===== src/wwpd_pkg.sv =====
// Shared constants, types and codes of the weighted window peak detector.
package wwpd_pkg;

    localparam int MAX_LEN   = 256;
    localparam int WINDOW    = 7;
    localparam int SAMPLE_W  = 16;
    localparam int W_BITS    = 4;
    localparam int TAPS_W    = WINDOW * W_BITS;
    localparam int MARGIN_W  = 16;
    localparam int INDEX_W   = 8;
    localparam int POS_W     = $clog2(MAX_LEN + 1);
    localparam int COUNT_W   = $clog2(MAX_LEN + 1);
    localparam int TAP_W     = $clog2(WINDOW);
    localparam int CENTRE    = WINDOW / 2;
    // Centre of the window ending two samples back, relative to the current position.
    localparam int CENTRE_LAG = 2 + (WINDOW - 1) - CENTRE;
    localparam int CFG_IDX_W  = 1;
    localparam int CFG_DATA_W = TAPS_W;
    // centre - margin - sample, signed.
    localparam int DIFF_W = SAMPLE_W + 2;
    localparam int ACC_W  = SAMPLE_W + 1 + W_BITS + TAP_W + 1;

    localparam logic [TAPS_W-1:0]   TAPS_RESET   = TAPS_W'(54591811);
    localparam logic [MARGIN_W-1:0] MARGIN_RESET = MARGIN_W'(2048);

    typedef enum logic [CFG_IDX_W-1:0] {
        CFG_TAP_WEIGHTS = 1'b0,
        CFG_PEAK_MARGIN = 1'b1
    } t_cfg_idx;

    typedef enum logic [1:0] {
        S_IDLE,
        S_MAC,
        S_EMIT
    } t_state;

    typedef struct packed {
        logic in_ready;
        logic accept;
        logic mac_clr;
        logic mac_en;
        logic emit;
    } t_ctl;

endpackage


===== src/wwpd_if.sv =====
// Handshake channels of the weighted window peak detector.
interface wwpd_smp_if;
    logic                          valid;
    logic                          ready;
    logic [wwpd_pkg::SAMPLE_W-1:0] sample;
    logic                          last;
    modport source (output valid, output sample, output last, input ready);
    modport sink   (input valid, input sample, input last, output ready);
endinterface

interface wwpd_res_if;
    logic                         valid;
    logic                         ready;
    logic                         is_peak;
    logic [wwpd_pkg::INDEX_W-1:0] peak_index;
    logic                         end_of_profile;
    logic [wwpd_pkg::COUNT_W-1:0] peak_total;
    modport source (output valid, output is_peak, output peak_index,
                    output end_of_profile, output peak_total, input ready);
    modport sink   (input valid, input is_peak, input peak_index,
                    input end_of_profile, input peak_total, output ready);
endinterface

interface wwpd_cfg_if;
    logic                            valid;
    logic                            ready;
    logic [wwpd_pkg::CFG_IDX_W-1:0]  index;
    logic [wwpd_pkg::CFG_DATA_W-1:0] data;
    modport source (output valid, output index, output data, input ready);
    modport sink   (input valid, input index, input data, output ready);
endinterface


===== src/wwpd_mac.sv =====
// Shared multiply-accumulate unit: adds w * (centre - margin - sample) per tap.
module wwpd_mac (
    input  logic                            i_clk,
    input  wwpd_pkg::t_ctl                  i_ctl,
    input  logic [wwpd_pkg::W_BITS-1:0]     i_weight,
    input  logic [wwpd_pkg::SAMPLE_W-1:0]   i_centre,
    input  logic [wwpd_pkg::MARGIN_W-1:0]   i_margin,
    input  logic [wwpd_pkg::SAMPLE_W-1:0]   i_sample,
    output logic signed [wwpd_pkg::ACC_W-1:0] o_acc
);

    logic signed [wwpd_pkg::DIFF_W-1:0]              diff;
    logic signed [wwpd_pkg::DIFF_W+wwpd_pkg::W_BITS:0] prod;
    logic signed [wwpd_pkg::ACC_W-1:0]               r_acc;

    always_comb begin
        diff = $signed({2'b00, i_centre}) - $signed({2'b00, i_margin})
             - $signed({2'b00, i_sample});
        prod = $signed({1'b0, i_weight}) * diff;
    end

    always_ff @(posedge i_clk) begin
        if (i_ctl.mac_clr) begin
            r_acc <= '0;
        end else if (i_ctl.mac_en) begin
            r_acc <= r_acc + wwpd_pkg::ACC_W'(prod);
        end
    end

    assign o_acc = r_acc;

endmodule


===== src/wwpd_ctrl.sv =====
// Sequencer: takes a sample, steps the shared unit over the taps if due, emits.
module wwpd_ctrl (
    input  logic                          i_clk,
    input  logic                          i_rst_n,
    input  logic                          i_in_valid,
    input  logic                          i_need_mac,
    input  logic                          i_emit_ok,
    output wwpd_pkg::t_ctl                o_ctl,
    output logic [wwpd_pkg::TAP_W-1:0]    o_tap
);

    wwpd_pkg::t_state r_state, n_state;
    logic [wwpd_pkg::TAP_W-1:0] r_tap, n_tap;

    always_ff @(posedge i_clk) begin
        if (!i_rst_n) begin
            r_state <= wwpd_pkg::S_IDLE;
            r_tap   <= '0;
        end else begin
            r_state <= n_state;
            r_tap   <= n_tap;
        end
    end

    always_comb begin
        n_state = r_state;
        n_tap   = r_tap;
        o_ctl   = '0;
        case (r_state)
            wwpd_pkg::S_IDLE: begin
                // Hold off transfers while reset is asserted.
                o_ctl.in_ready = i_rst_n;
                if (i_in_valid && i_rst_n) begin
                    o_ctl.accept  = 1'b1;
                    o_ctl.mac_clr = 1'b1;
                    n_tap         = '0;
                    n_state       = i_need_mac ? wwpd_pkg::S_MAC : wwpd_pkg::S_EMIT;
                end
            end
            wwpd_pkg::S_MAC: begin
                o_ctl.mac_en = 1'b1;
                n_tap        = r_tap + 1'b1;
                if (r_tap == wwpd_pkg::TAP_W'(wwpd_pkg::WINDOW - 1)) begin
                    n_state = wwpd_pkg::S_EMIT;
                end
            end
            wwpd_pkg::S_EMIT: begin
                if (i_emit_ok) begin
                    o_ctl.emit = 1'b1;
                    n_state    = wwpd_pkg::S_IDLE;
                end
            end
            default: begin
                n_state = wwpd_pkg::S_IDLE;
            end
        endcase
    end

    assign o_tap = r_tap;

endmodule


===== src/weighted_window_peak_detector_unit.sv =====
// Top level of the weighted window peak detector.
// Usage:
//   i_smp  : sample channel (8.8 unsigned profile value plus last mark).
//   o_res  : result channel (is_peak, peak_index, end_of_profile, peak_total).
//   i_cfg  : register writes, index 0 = tap_weights, 1 = peak_margin;
//            ready whenever reset is released, write only while the block is idle.
// Sequence: a sample transfer is followed by the seven taps in the shared
//   multiply-accumulate unit (one tap per cycle) once the window is full, and
//   then the emit step; ready returns after that. The accumulate is skipped
//   when the window is not yet full or the profile is past its cut.
// A peak is confirmed two samples after its window closes, so a result shows
//   up on the transfer of that later sample, or on the last sample of a
//   profile. Results sit in an output register; a new sample is taken while
//   one waits there. If the receiver stalls with a result still held and the
//   next one is due, the block holds in its emit step until the slot frees.
// Reset: synchronous, active low; restores default weights {3,4,1,0,1,4,3}
//   and margin 8.0, clears profile position, peak count and pending verdicts.
//   Both input channels hold ready low while reset is asserted.
module weighted_window_peak_detector_unit (
    input  logic         i_clk,
    input  logic         i_rst_n,
    wwpd_smp_if.sink     i_smp,
    wwpd_res_if.source   o_res,
    wwpd_cfg_if.sink     i_cfg
);

    // Configuration registers.
    logic [wwpd_pkg::TAPS_W-1:0]   r_taps;
    logic [wwpd_pkg::MARGIN_W-1:0] r_margin;

    // Sample window, oldest in entry zero.
    logic [wwpd_pkg::SAMPLE_W-1:0] r_win [wwpd_pkg::WINDOW];

    // Profile state.
    logic [wwpd_pkg::POS_W-1:0]   r_pos;
    logic [wwpd_pkg::COUNT_W-1:0] r_peaks;
    logic [1:0]                   r_pend;

    // Per-sample context held across the accumulate.
    logic                         r_conf;
    logic                         r_last;
    logic [wwpd_pkg::INDEX_W-1:0] r_centre;

    // Output register.
    logic                         r_out_valid;
    logic                         r_is_peak;
    logic [wwpd_pkg::INDEX_W-1:0] r_index;
    logic                         r_eop;
    logic [wwpd_pkg::COUNT_W-1:0] r_total;

    wwpd_pkg::t_ctl                     ctl;
    logic [wwpd_pkg::TAP_W-1:0]         tap;
    logic signed [wwpd_pkg::ACC_W-1:0]  acc;
    logic                               active;
    logic                               need_mac;
    logic                               need_out;
    logic                               emit_ok;
    logic                               verdict;
    logic [wwpd_pkg::POS_W-1:0]         centre_pos;

    assign active   = r_pos < wwpd_pkg::POS_W'(wwpd_pkg::MAX_LEN);
    assign need_mac = active && (r_pos >= wwpd_pkg::POS_W'(wwpd_pkg::WINDOW - 1));
    assign need_out = r_conf | r_last;
    assign emit_ok  = !need_out || !r_out_valid || o_res.ready;
    // Positive sum of w * (centre - margin - x) means centre beats mean + margin;
    // a zero weight sum leaves the sum at zero, so no peak.
    assign verdict  = !acc[wwpd_pkg::ACC_W-1] && (acc != '0);
    assign centre_pos = r_pos - wwpd_pkg::POS_W'(wwpd_pkg::CENTRE_LAG);

    wwpd_ctrl u_ctrl (
        .i_clk      (i_clk),
        .i_rst_n    (i_rst_n),
        .i_in_valid (i_smp.valid),
        .i_need_mac (need_mac),
        .i_emit_ok  (emit_ok),
        .o_ctl      (ctl),
        .o_tap      (tap)
    );

    wwpd_mac u_mac (
        .i_clk    (i_clk),
        .i_ctl    (ctl),
        .i_weight (r_taps[tap*wwpd_pkg::W_BITS +: wwpd_pkg::W_BITS]),
        .i_centre (r_win[wwpd_pkg::CENTRE]),
        .i_margin (r_margin),
        .i_sample (r_win[tap]),
        .o_acc    (acc)
    );

    assign i_smp.ready = ctl.in_ready;
    assign i_cfg.ready = i_rst_n;

    // Configuration writes.
    always_ff @(posedge i_clk) begin
        if (!i_rst_n) begin
            r_taps   <= wwpd_pkg::TAPS_RESET;
            r_margin <= wwpd_pkg::MARGIN_RESET;
        end else if (i_cfg.valid) begin
            case (wwpd_pkg::t_cfg_idx'(i_cfg.index))
                wwpd_pkg::CFG_TAP_WEIGHTS: r_taps   <= i_cfg.data[wwpd_pkg::TAPS_W-1:0];
                wwpd_pkg::CFG_PEAK_MARGIN: r_margin <= i_cfg.data[wwpd_pkg::MARGIN_W-1:0];
                default: ;
            endcase
        end
    end

    // Window and context advance inside the profile cut; last mark taken on every sample.
    always_ff @(posedge i_clk) begin
        if (ctl.accept) begin
            r_last <= i_smp.last;
            if (active) begin
                for (int i = 0; i < wwpd_pkg::WINDOW - 1; i++) begin
                    r_win[i] <= r_win[i+1];
                end
                r_win[wwpd_pkg::WINDOW-1] <= i_smp.sample;
                r_conf   <= r_pend[1];
                r_centre <= centre_pos[wwpd_pkg::INDEX_W-1:0];
            end else begin
                r_conf <= 1'b0;
            end
        end
    end

    // Profile state and output register.
    always_ff @(posedge i_clk) begin
        if (!i_rst_n) begin
            r_pos       <= '0;
            r_peaks     <= '0;
            r_pend      <= '0;
            r_out_valid <= 1'b0;
        end else begin
            // Load the slot on a new result, otherwise drop it once transferred.
            if (ctl.emit && need_out) begin
                r_out_valid <= 1'b1;
            end else if (o_res.ready) begin
                r_out_valid <= 1'b0;
            end
            if (ctl.accept && active) begin
                r_pos   <= r_pos + 1'b1;
                r_peaks <= r_peaks + wwpd_pkg::COUNT_W'(r_pend[1]);
                r_pend  <= {r_pend[0], 1'b0};
            end
            if (ctl.emit) begin
                if (r_last) begin
                    // Drop profile state after the final sample.
                    r_pos   <= '0;
                    r_peaks <= '0;
                    r_pend  <= '0;
                end else begin
                    r_pend[0] <= verdict;
                end
            end
        end
    end

    always_ff @(posedge i_clk) begin
        if (ctl.emit && need_out) begin
            r_is_peak <= r_conf;
            r_index   <= r_conf ? r_centre : '0;
            r_eop     <= r_last;
            r_total   <= r_peaks;
        end
    end

    assign o_res.valid          = r_out_valid;
    assign o_res.is_peak        = r_is_peak;
    assign o_res.peak_index     = r_index;
    assign o_res.end_of_profile = r_eop;
    assign o_res.peak_total     = r_total;

`ifndef ASSERT_OFF
    a_pos_range: assert property (@(posedge i_clk) disable iff (!i_rst_n)
        r_pos <= wwpd_pkg::POS_W'(wwpd_pkg::MAX_LEN))
        else $error("profile position past cut");

    a_busy_after_take: assert property (@(posedge i_clk) disable iff (!i_rst_n)
        (i_smp.valid && i_smp.ready) |=> !i_smp.ready)
        else $error("ready right after a sample transfer");

    a_peak_counted: assert property (@(posedge i_clk) disable iff (!i_rst_n)
        (o_res.valid && o_res.is_peak) |-> (o_res.peak_total != '0))
        else $error("peak reported with zero total");

    a_index_zero: assert property (@(posedge i_clk) disable iff (!i_rst_n)
        (o_res.valid && !o_res.is_peak) |-> (o_res.peak_index == '0))
        else $error("index set without a peak");

    a_emit_slot: assert property (@(posedge i_clk) disable iff (!i_rst_n)
        (ctl.emit && need_out) |-> (!r_out_valid || o_res.ready))
        else $error("result overwrote a held result");
`endif

endmodule

===== src/flat_wrapper.sv =====
// flat-port wrapper written by rule: the top's interface ports become plain ports
module weighted_window_peak_detector_unit_flat 
  (i_clk, i_rst_n, i_smp_valid, i_smp_sample, i_smp_last, i_smp_ready, o_res_valid, o_res_is_peak, o_res_peak_index, o_res_end_of_profile, o_res_peak_total, o_res_ready, i_cfg_valid, i_cfg_index, i_cfg_data, i_cfg_ready);
  wwpd_smp_if i_smp_i ();
  wwpd_res_if o_res_i ();
  wwpd_cfg_if i_cfg_i ();
  input  logic i_clk;
  input  logic i_rst_n;
  input wire logic [$bits(i_smp_i.valid)-1:0] i_smp_valid;
  input wire logic [$bits(i_smp_i.sample)-1:0] i_smp_sample;
  input wire logic [$bits(i_smp_i.last)-1:0] i_smp_last;
  output wire logic [$bits(i_smp_i.ready)-1:0] i_smp_ready;
  output wire logic [$bits(o_res_i.valid)-1:0] o_res_valid;
  output wire logic [$bits(o_res_i.is_peak)-1:0] o_res_is_peak;
  output wire logic [$bits(o_res_i.peak_index)-1:0] o_res_peak_index;
  output wire logic [$bits(o_res_i.end_of_profile)-1:0] o_res_end_of_profile;
  output wire logic [$bits(o_res_i.peak_total)-1:0] o_res_peak_total;
  input wire logic [$bits(o_res_i.ready)-1:0] o_res_ready;
  input wire logic [$bits(i_cfg_i.valid)-1:0] i_cfg_valid;
  input wire logic [$bits(i_cfg_i.index)-1:0] i_cfg_index;
  input wire logic [$bits(i_cfg_i.data)-1:0] i_cfg_data;
  output wire logic [$bits(i_cfg_i.ready)-1:0] i_cfg_ready;
  assign i_smp_i.valid = i_smp_valid;
  assign i_smp_i.sample = i_smp_sample;
  assign i_smp_i.last = i_smp_last;
  assign i_smp_ready = i_smp_i.ready;
  assign o_res_valid = o_res_i.valid;
  assign o_res_is_peak = o_res_i.is_peak;
  assign o_res_peak_index = o_res_i.peak_index;
  assign o_res_end_of_profile = o_res_i.end_of_profile;
  assign o_res_peak_total = o_res_i.peak_total;
  assign o_res_i.ready = o_res_ready;
  assign i_cfg_i.valid = i_cfg_valid;
  assign i_cfg_i.index = i_cfg_index;
  assign i_cfg_i.data = i_cfg_data;
  assign i_cfg_ready = i_cfg_i.ready;
  weighted_window_peak_detector_unit u_core (.i_clk(i_clk), .i_rst_n(i_rst_n), .i_smp(i_smp_i), .o_res(o_res_i), .i_cfg(i_cfg_i));
endmodule

===== config.mk =====
export PLATFORM = sky130hd
export DESIGN_NAME = weighted_window_peak_detector_unit_flat
export DESIGN_NICKNAME = d
export VERILOG_FILES = /design/src/wwpd_pkg.sv /design/src/wwpd_if.sv /design/src/wwpd_mac.sv /design/src/wwpd_ctrl.sv /design/src/weighted_window_peak_detector_unit.sv /design/src/flat_wrapper.sv
export SDC_FILE = /design/constraint.sdc
export NUM_CORES = 1
export LEC_CHECK = 0
export ABC_AREA = 1
export BUFFER_PORTS_ARGS = -buffer_cell sky130_fd_sc_hd__buf_2
export CORE_MARGIN = 2
export CORE_UTILIZATION = 57
export CTS_CLUSTER_SIZE = 20
export DETAILED_ROUTE_END_ITERATION = 8
export GPL_TIMING_DRIVEN = 1
export PLACE_DENSITY = 0.78
export SYNTH_ARGS = -nofsm -noshare
export SYNTH_HDL_FRONTEND = slang
export SYNTH_SLANG_ARGS = --single-unit

===== constraint.sdc =====
create_clock -name i_clk -period 5.8 [get_ports i_clk]
set_clock_uncertainty 0.2 [all_clocks]
set_input_delay 1.16 -clock i_clk [delete_from_list [all_inputs] [get_ports i_clk]]
set_output_delay 1.16 -clock i_clk [all_outputs]
set_load 0.005 [all_outputs]

==> results of run 1 <==
[power groups by stage]
stage | clock network, µW | logic [µW] | registers, µW
2_1_floorplan | 0 | 3300 | 1930
4_1_cts | 1630 | 6300 | 1910
6_report | 1620 | 7260 | 1910
3_5_place_dp | 0 | 5200 | 1940
5_1_grt | 1710 | 7890 | 1910
3_3_place_gp | 0 | 5060 | 1940
[logic make-up after synthesis]
family	after synthesis	synth area share, %
flops	239	41.3
simple gates	741	20.6
compound gates	272	10.4
xor+xnor	43	2.51
buf+inv	353	9.13
mux	3	0.200
fa+ha+maj	152	15.9
[cells in the mapped netlist (all sizes together)]
cell     instances  area share (%)
nand2          370             9.5
a32oi            1           0.058
o311ai           4            0.23
nand3           91             3.1
o2111ai          1           0.058
fa              64             8.5
o21bai           6            0.30
clkinv           2           0.050
a21boi           1           0.050
o21a             2            0.10
a32o             4            0.27
nor3b            3            0.15
a311oi          13            0.76
nor3             7            0.23
mux2i            3            0.20
a41oi            1           0.058
inv            304             7.7
a31oi            2           0.083
xor2            33             1.9
or2              3            0.13
buf             19            0.73
dfxtp           98              13
o211ai           6            0.30
a21oi           98             3.3
a21o             5            0.25
clkbuf          28            0.70
o221ai           1           0.058
nand3b          11            0.55
o31ai            2            0.10
nor4             4            0.17
xnor2           10            0.58
nor2           240             6.4
ha              88             7.3
a211oi           5            0.25
o22ai           16            0.67
edfxtp         141              28
nand4           12            0.50
o21ai          104             3.5
[sequential cells by signal, indices dropped and copies added (netlist names), 2 cells and up, named ones only]
name and cells:
u_core.r_pos 9, u_core.u_ctrl.o_tap 3, u_core.r_pend 2, u_core.r_margin 16, u_core.u_mac.o_acc 25, u_core.r_centre 8, u_core.r_peaks 9, u_core.r_win 112
u_core.o_res.peak_index 8, u_core.o_res.peak_total 9, u_core.u_ctrl.r_state 2, u_core.r_taps 28
[cell type report]
cell class | count | area share, %
clock inverters | 13 | 0.595
multi-input cells | 1211 | 44.7
repair buffers | 246 | 9.31
clock buffers | 35 | 3.88
flip-flops and latches | 239 | 33.1
well taps | 335 | 2.24
inverters | 306 | 6.18
[final timing paths]
kind / slack, ns / start / to / cells after the start
hold reg to reg: 0.25 / u_core.r_win[1][2]$_DFFE_PP_ / u_core.r_win[0][2]$_DFFE_PP_ / 0
hold / removal: 0.25 / u_core.r_win[1][2]$_DFFE_PP_ / u_core.r_win[0][2]$_DFFE_PP_ / 0
setup / recovery: -0.35 / u_core.r_win[3][0]$_DFFE_PP_ / u_core.u_mac.o_acc[24]$_SDFFE_PP0P_ / 32
setup reg to reg: -0.35 / u_core.r_win[3][0]$_DFFE_PP_ / u_core.u_mac.o_acc[24]$_SDFFE_PP0P_ / 32
[stage by stage]
step                      TNS, ns  instance area [µm²]  hold slack [ns]
after floorplan                 0                15000            0.221
after global placement      -4.69                16800            0.222
after detailed placement    -7.52                16800            0.232
after CTS                   -1.84                18200            0.244
after global routing        -8.29                18700            0.254
final                       -3.40                18700            0.246
[critical path, delay by kind of cell (launching register included)]
family                     cells  cell delay, ns
xor gates and xnor gates       1            0.14
adders and majority gates      7            2.69
buffers and inverters          6            0.51
DFF                            1            0.34
AOI/OAI and AO/OA              3            0.61
and+or+nand+nor               15            1.55
[layer usage]
layer,vias up,GRT usage (%)
met2,563,45.9
met3,101,6.63
met4,0,9.37
met1,6266,37.2
li1,6306,-
met5,-,0
[what timing repair did]
item | in CTS | in global routing
setup endpoints to repair | 19 | 19
resized for setup | 98 | 136
pin swaps | 51 | 55
gates cloned | 0 | 0
setup buffers | 12 | 8
==> flow_summary.ini, run 1 <==
[finish]
final_common_cell = nand2_1
fillerInstances = 1906
post-route-util_pct = 72.0
synthToLayoutAreaGrowth_pct = 24.8
sequential_cell_area_um2 = 6200
final_layout_size_suffix_gt1_share_pct = 24.9
area_of_the_multi_input_gates_um2 = 8370
final_net_count = 2233
layoutNonFillerInstCount = 2385
antenna-diode-count = 0
layout_common_cells = nand2_1 (295), inv_1 (279), nor2_1 (199), buf_4 (163), edfxtp_1 (141)

[routing]
viasPerCell = 5.55
routed_wirelength_mm = 39.8
detailedRoute.firstIterationViolations = 1054
drt_drc_violations_left = 0
drt_pass1_iterations = 7
wl_met3_mm = 3.47
wirelength_met1_mm = 16.4
wl_per_cell_um = 16.7
routed-via-count = 13200
final_antenna_net_count = 0
top_layer_used = met4
met2_length_mm = 18.8

[clock_network]
worst_skew_late_latency_ns = 0.55
ctsHoldBuffers = 0
clockBufferDepth = 3
cts_tree = done
sink_count_of_the_clock_tree = 239
cts_buffers = 26
register_clock_pin_slew_on_the_reported_worst_setup_and_hold_paths_ns = 0.06
clock-root-buffer = clkbuf_16
cts_htree_levels = 1

[timing]
worst-slew-pin-transition_ns = 0.806
grt_setup_unrepaired = yes
total_count_of_max_transition_violations_in_the_final_report = 0
achievable_frequency_ghz = 0.163
slew_headroom_pct = 45.8
final_min_period_over_clock_period_pct = 106
final_hold_viols = 0
fin_crit_ns = 6.15
setup_violations = 17
slack_of_the_critical_path_ns = -0.350

[die]
std_cell_rows = 59
core_um2 = 26000
start_util_pct = 57.7
num_io_pins = 73
die_width_um = 166
dieArea_um2 = 27600
die_h_um = 166

[global_route]
pin_count_of_the_biggest_net_entering_global_routing = 121
globalRouteTotalUtil_pct = 28.1
grt_antenna_before_repair = 0
grt_first_pass_wirelength_mm = 63.8
grt_overflow = 0
via_count_of_the_first_global_routing_pass = 13200

[synth]
synth_cell_types = 51
mappedNetlistNets = 2006
synth.avg_cell_area_um2 = 8.32
synthCells = 1803
synth.cell_area_um2 = 15000
synth_sequential_area_ratio_pct = 41.3
ys_warn_count = 0
yosys_register_bits = 239

[placement]
dp_worst_slack_ns = -0.573
place.detailed.hpwl_mm = 28.2
gp_congestion = 0.987
dp_cells = 2317
placement.io_buffers = 72

[power_and_ir_drop]
pwr-share-comb_pct = 67.3
power_frac_clock_pct = 15.0
power.ir.vdd_worst_mv = 0.488
power.leakage_uw = 0.00874
power.sequential.fraction_pct = 17.7
power.switching_fraction_pct = 45.0
p_int_uw = 5930
switchingPower_uw = 4850
power_density_nw_per_um2 = 576
total_power_uw = 10800

[setup_path]
worstSetupStartpointType = flip-flop
worstSetupEndpointType = flip-flop
worstPathRequired_ns = 6.04
critical-path-slowest-cell = fa_1
worstPathMaxFanout = 5
slowest_delay_ns = 0.54
timing.critical_path.arrival_ns = 6.39
criticalPathCategory = reg -> reg

[outcome]
failed_checks = setup timing
outcome = finished with violations

[flow_run]
cap_viol_max_count = 0

[min_path]
min_path_type = reg -> reg
Note: power is estimated with default switching activity, not from simulation.
==> run 2: changes to the inputs <==
- CORE_UTILIZATION: 57 -> 50
- PLACE_DENSITY: 0.78 -> 0.7
==> flow_summary.ini, run 2 (synthesized netlist as in run 1, its figures left out) <==
[outcome]
outcome = finished with violations
failed_checks = setup timing

[timing]
slew_headroom_pct = 42.3
final_hold_viols = 0
achievable_frequency_ghz = 0.166
worst-slew-pin-transition_ns = 0.864
grt_setup_unrepaired = yes
final_min_period_over_clock_period_pct = 104
slack_of_the_critical_path_ns = -0.217
total_count_of_max_transition_violations_in_the_final_report = 0
setup_violations = 16
fin_crit_ns = 6.02

[power_and_ir_drop]
total_power_uw = 11100
power_density_nw_per_um2 = 582
power.leakage_uw = 0.00879
power.ir.vdd_worst_mv = 0.459

[clock_network]
sink_count_of_the_clock_tree = 239
clock-root-buffer = clkbuf_16
cts_tree = done
clockBufferDepth = 3
cts_htree_levels = 1
ctsHoldBuffers = 0
worst_skew_late_latency_ns = 0.55
cts_buffers = 27
register_clock_pin_slew_on_the_reported_worst_setup_and_hold_paths_ns = 0.06

[finish]
final_common_cell = nand2_1
synthToLayoutAreaGrowth_pct = 26.8
antenna-diode-count = 0
post-route-util_pct = 64.4
fillerInstances = 2401
final_layout_size_suffix_gt1_share_pct = 24.9
max_flop_register = u_core.r_win
final_net_count = 2234
layout_common_cells = nand2_1 (299), inv_1 (278), nor2_1 (203), buf_4 (163), edfxtp_1 (141)
flip_flop_count_of_the_largest_register_all_copies_and_words_added = 112

[setup_path]
timing.critical_path.from = u_core.r_win[3][0]$_DFFE_PP_
crit_end = u_core.u_mac.o_acc[21]$_SDFFE_PP0P_
regToRegSetupSlack_ns = -0.22
critical-path-slowest-cell = fa_1
worstSetupStartpointType = flip-flop
timing.rr.end = u_core.u_mac.o_acc[21]$_SDFFE_PP0P_
worstSetupEndpointType = flip-flop
worst_r2r_path_depth = 33
most_common_cell_on_crit_path = nand2_1
reg2reg_from = u_core.r_win[3][0]$_DFFE_PP_
worstPathRequired_ns = 6.05
criticalPathCategory = reg -> reg
timing.critical_path.arrival_ns = 6.26
slowest_delay_ns = 0.49
worstPathMaxFanout = 4

[die]
num_io_pins = 73
core_um2 = 29600
start_util_pct = 50.8
die_h_um = 177
die_width_um = 177
std_cell_rows = 63
dieArea_um2 = 31400

[flow_run]
cap_viol_max_count = 0

[global_route]
grt_overflow = 0
via_count_of_the_first_global_routing_pass = 12600
pin_count_of_the_biggest_net_entering_global_routing = 86
grt_antenna_before_repair = 0
grt_first_pass_wirelength_mm = 61.9
globalRouteTotalUtil_pct = 24.4

[routing]
viasPerCell = 5.27
routed-via-count = 12900
wl_per_cell_um = 16.0
drt_drc_violations_left = 0
drt_pass1_iterations = 5
routed_wirelength_mm = 39.0
final_antenna_net_count = 0
detailedRoute.firstIterationViolations = 933

[min_path]
min_path_type = reg -> reg

[placement]
place.detailed.hpwl_mm = 27.8
placement.io_buffers = 72
gp_congestion = 0.941
-- run 2: changes by cell type in the layout (fill, tap and decap cells not counted), sizes merged --
cell / before / now
clkbuf: 35 / 39
inv: 306 / 308
clkinv: 12 / 8
-- run 2: metrics by stage --
step	std cells	setup TNS (ns)	cell area (µm²)	worst slack (ns)	hold WS (ns)
3_3_place_gp	2369	-4.42	16800	-0.435	0.223
6_report	2442	-2.22	19000	-0.217	0.240
5_1_grt	2442	-6.48	19000	-0.474	0.257
4_1_cts	2429	-0.692	18300	-0.0781	0.241
2_1_floorplan	1803	0	15000	0.0331	0.221
3_5_place_dp	2369	-7.49	16800	-0.531	0.227
-- run 2: cell type report --
class / instances / area (µm²) / area share (%)
clock buffers: 39 / 815 / 4.28
clock inverters: 11 / 103 / 0.539
inverters: 306 / 1160 / 6.09
multi-input cells: 1211 / 8500 / 44.7
flip-flops and latches: 239 / 6200 / 32.6
well taps: 390 / 488 / 2.56
repair buffers: 246 / 1770 / 9.30
-- run 2: worst min-delay path by stage --
stage / from / cells after the start / end
6_report: u_core.r_win[5][14]$_DFFE_PP_ / 0 / u_core.r_win[4][14]$_DFFE_PP_
5_1_grt: u_core.r_win[2][6]$_DFFE_PP_ / 0 / u_core.r_win[1][6]$_DFFE_PP_
4_1_cts: u_core.r_win[5][14]$_DFFE_PP_ / 0 / u_core.r_win[4][14]$_DFFE_PP_
3_5_place_dp: u_core.r_win[1][15]$_DFFE_PP_ / 0 / u_core.r_win[0][15]$_DFFE_PP_
3_3_place_gp: u_core.r_win[2][9]$_DFFE_PP_ / 0 / u_core.r_win[1][9]$_DFFE_PP_
2_1_floorplan: u_core.r_conf$_SDFFCE_PP0P_ / 0 / u_core.o_res.is_peak$_DFFE_PP_
-- run 2: report_power, final --
part           leakage [µW]  total [µW]  switching, µW  internal [µW]
Clock              0.000454        1730            707           1030
Sequential          0.00210        1910           35.7           1870
Combinational       0.00624        7430           4170           3260
Total               0.00879       11100           4910           6160
-- run 2: per-layer routing --
layer	track usage [%]	vias to the layer above	routed length [µm]
li1	-	6313	-
met1	33.9	6117	17600
met2	40.1	354	18200
met3	3.84	81	2290
met4	6.20	0	968
met5	0	-	0
-- run 2: worst max-delay path: cells and delay by family, from the launching register on --
kind,cells,cell delay [ns]
buffers and inverters,6,0.47
XOR/XNOR,2,0.40
AND/OR/NAND/NOR,18,1.82
adder cells (fa/ha/maj),7,2.65
flip-flops,1,0.37
-- run 2: repair_timing --
action                                  CTS  global route
endpoints found under the setup margin   17            19
endpoints found under the hold margin     0             0
pin swaps                                43           102
setup buffers                            10            13
gates resized for setup                 105           150
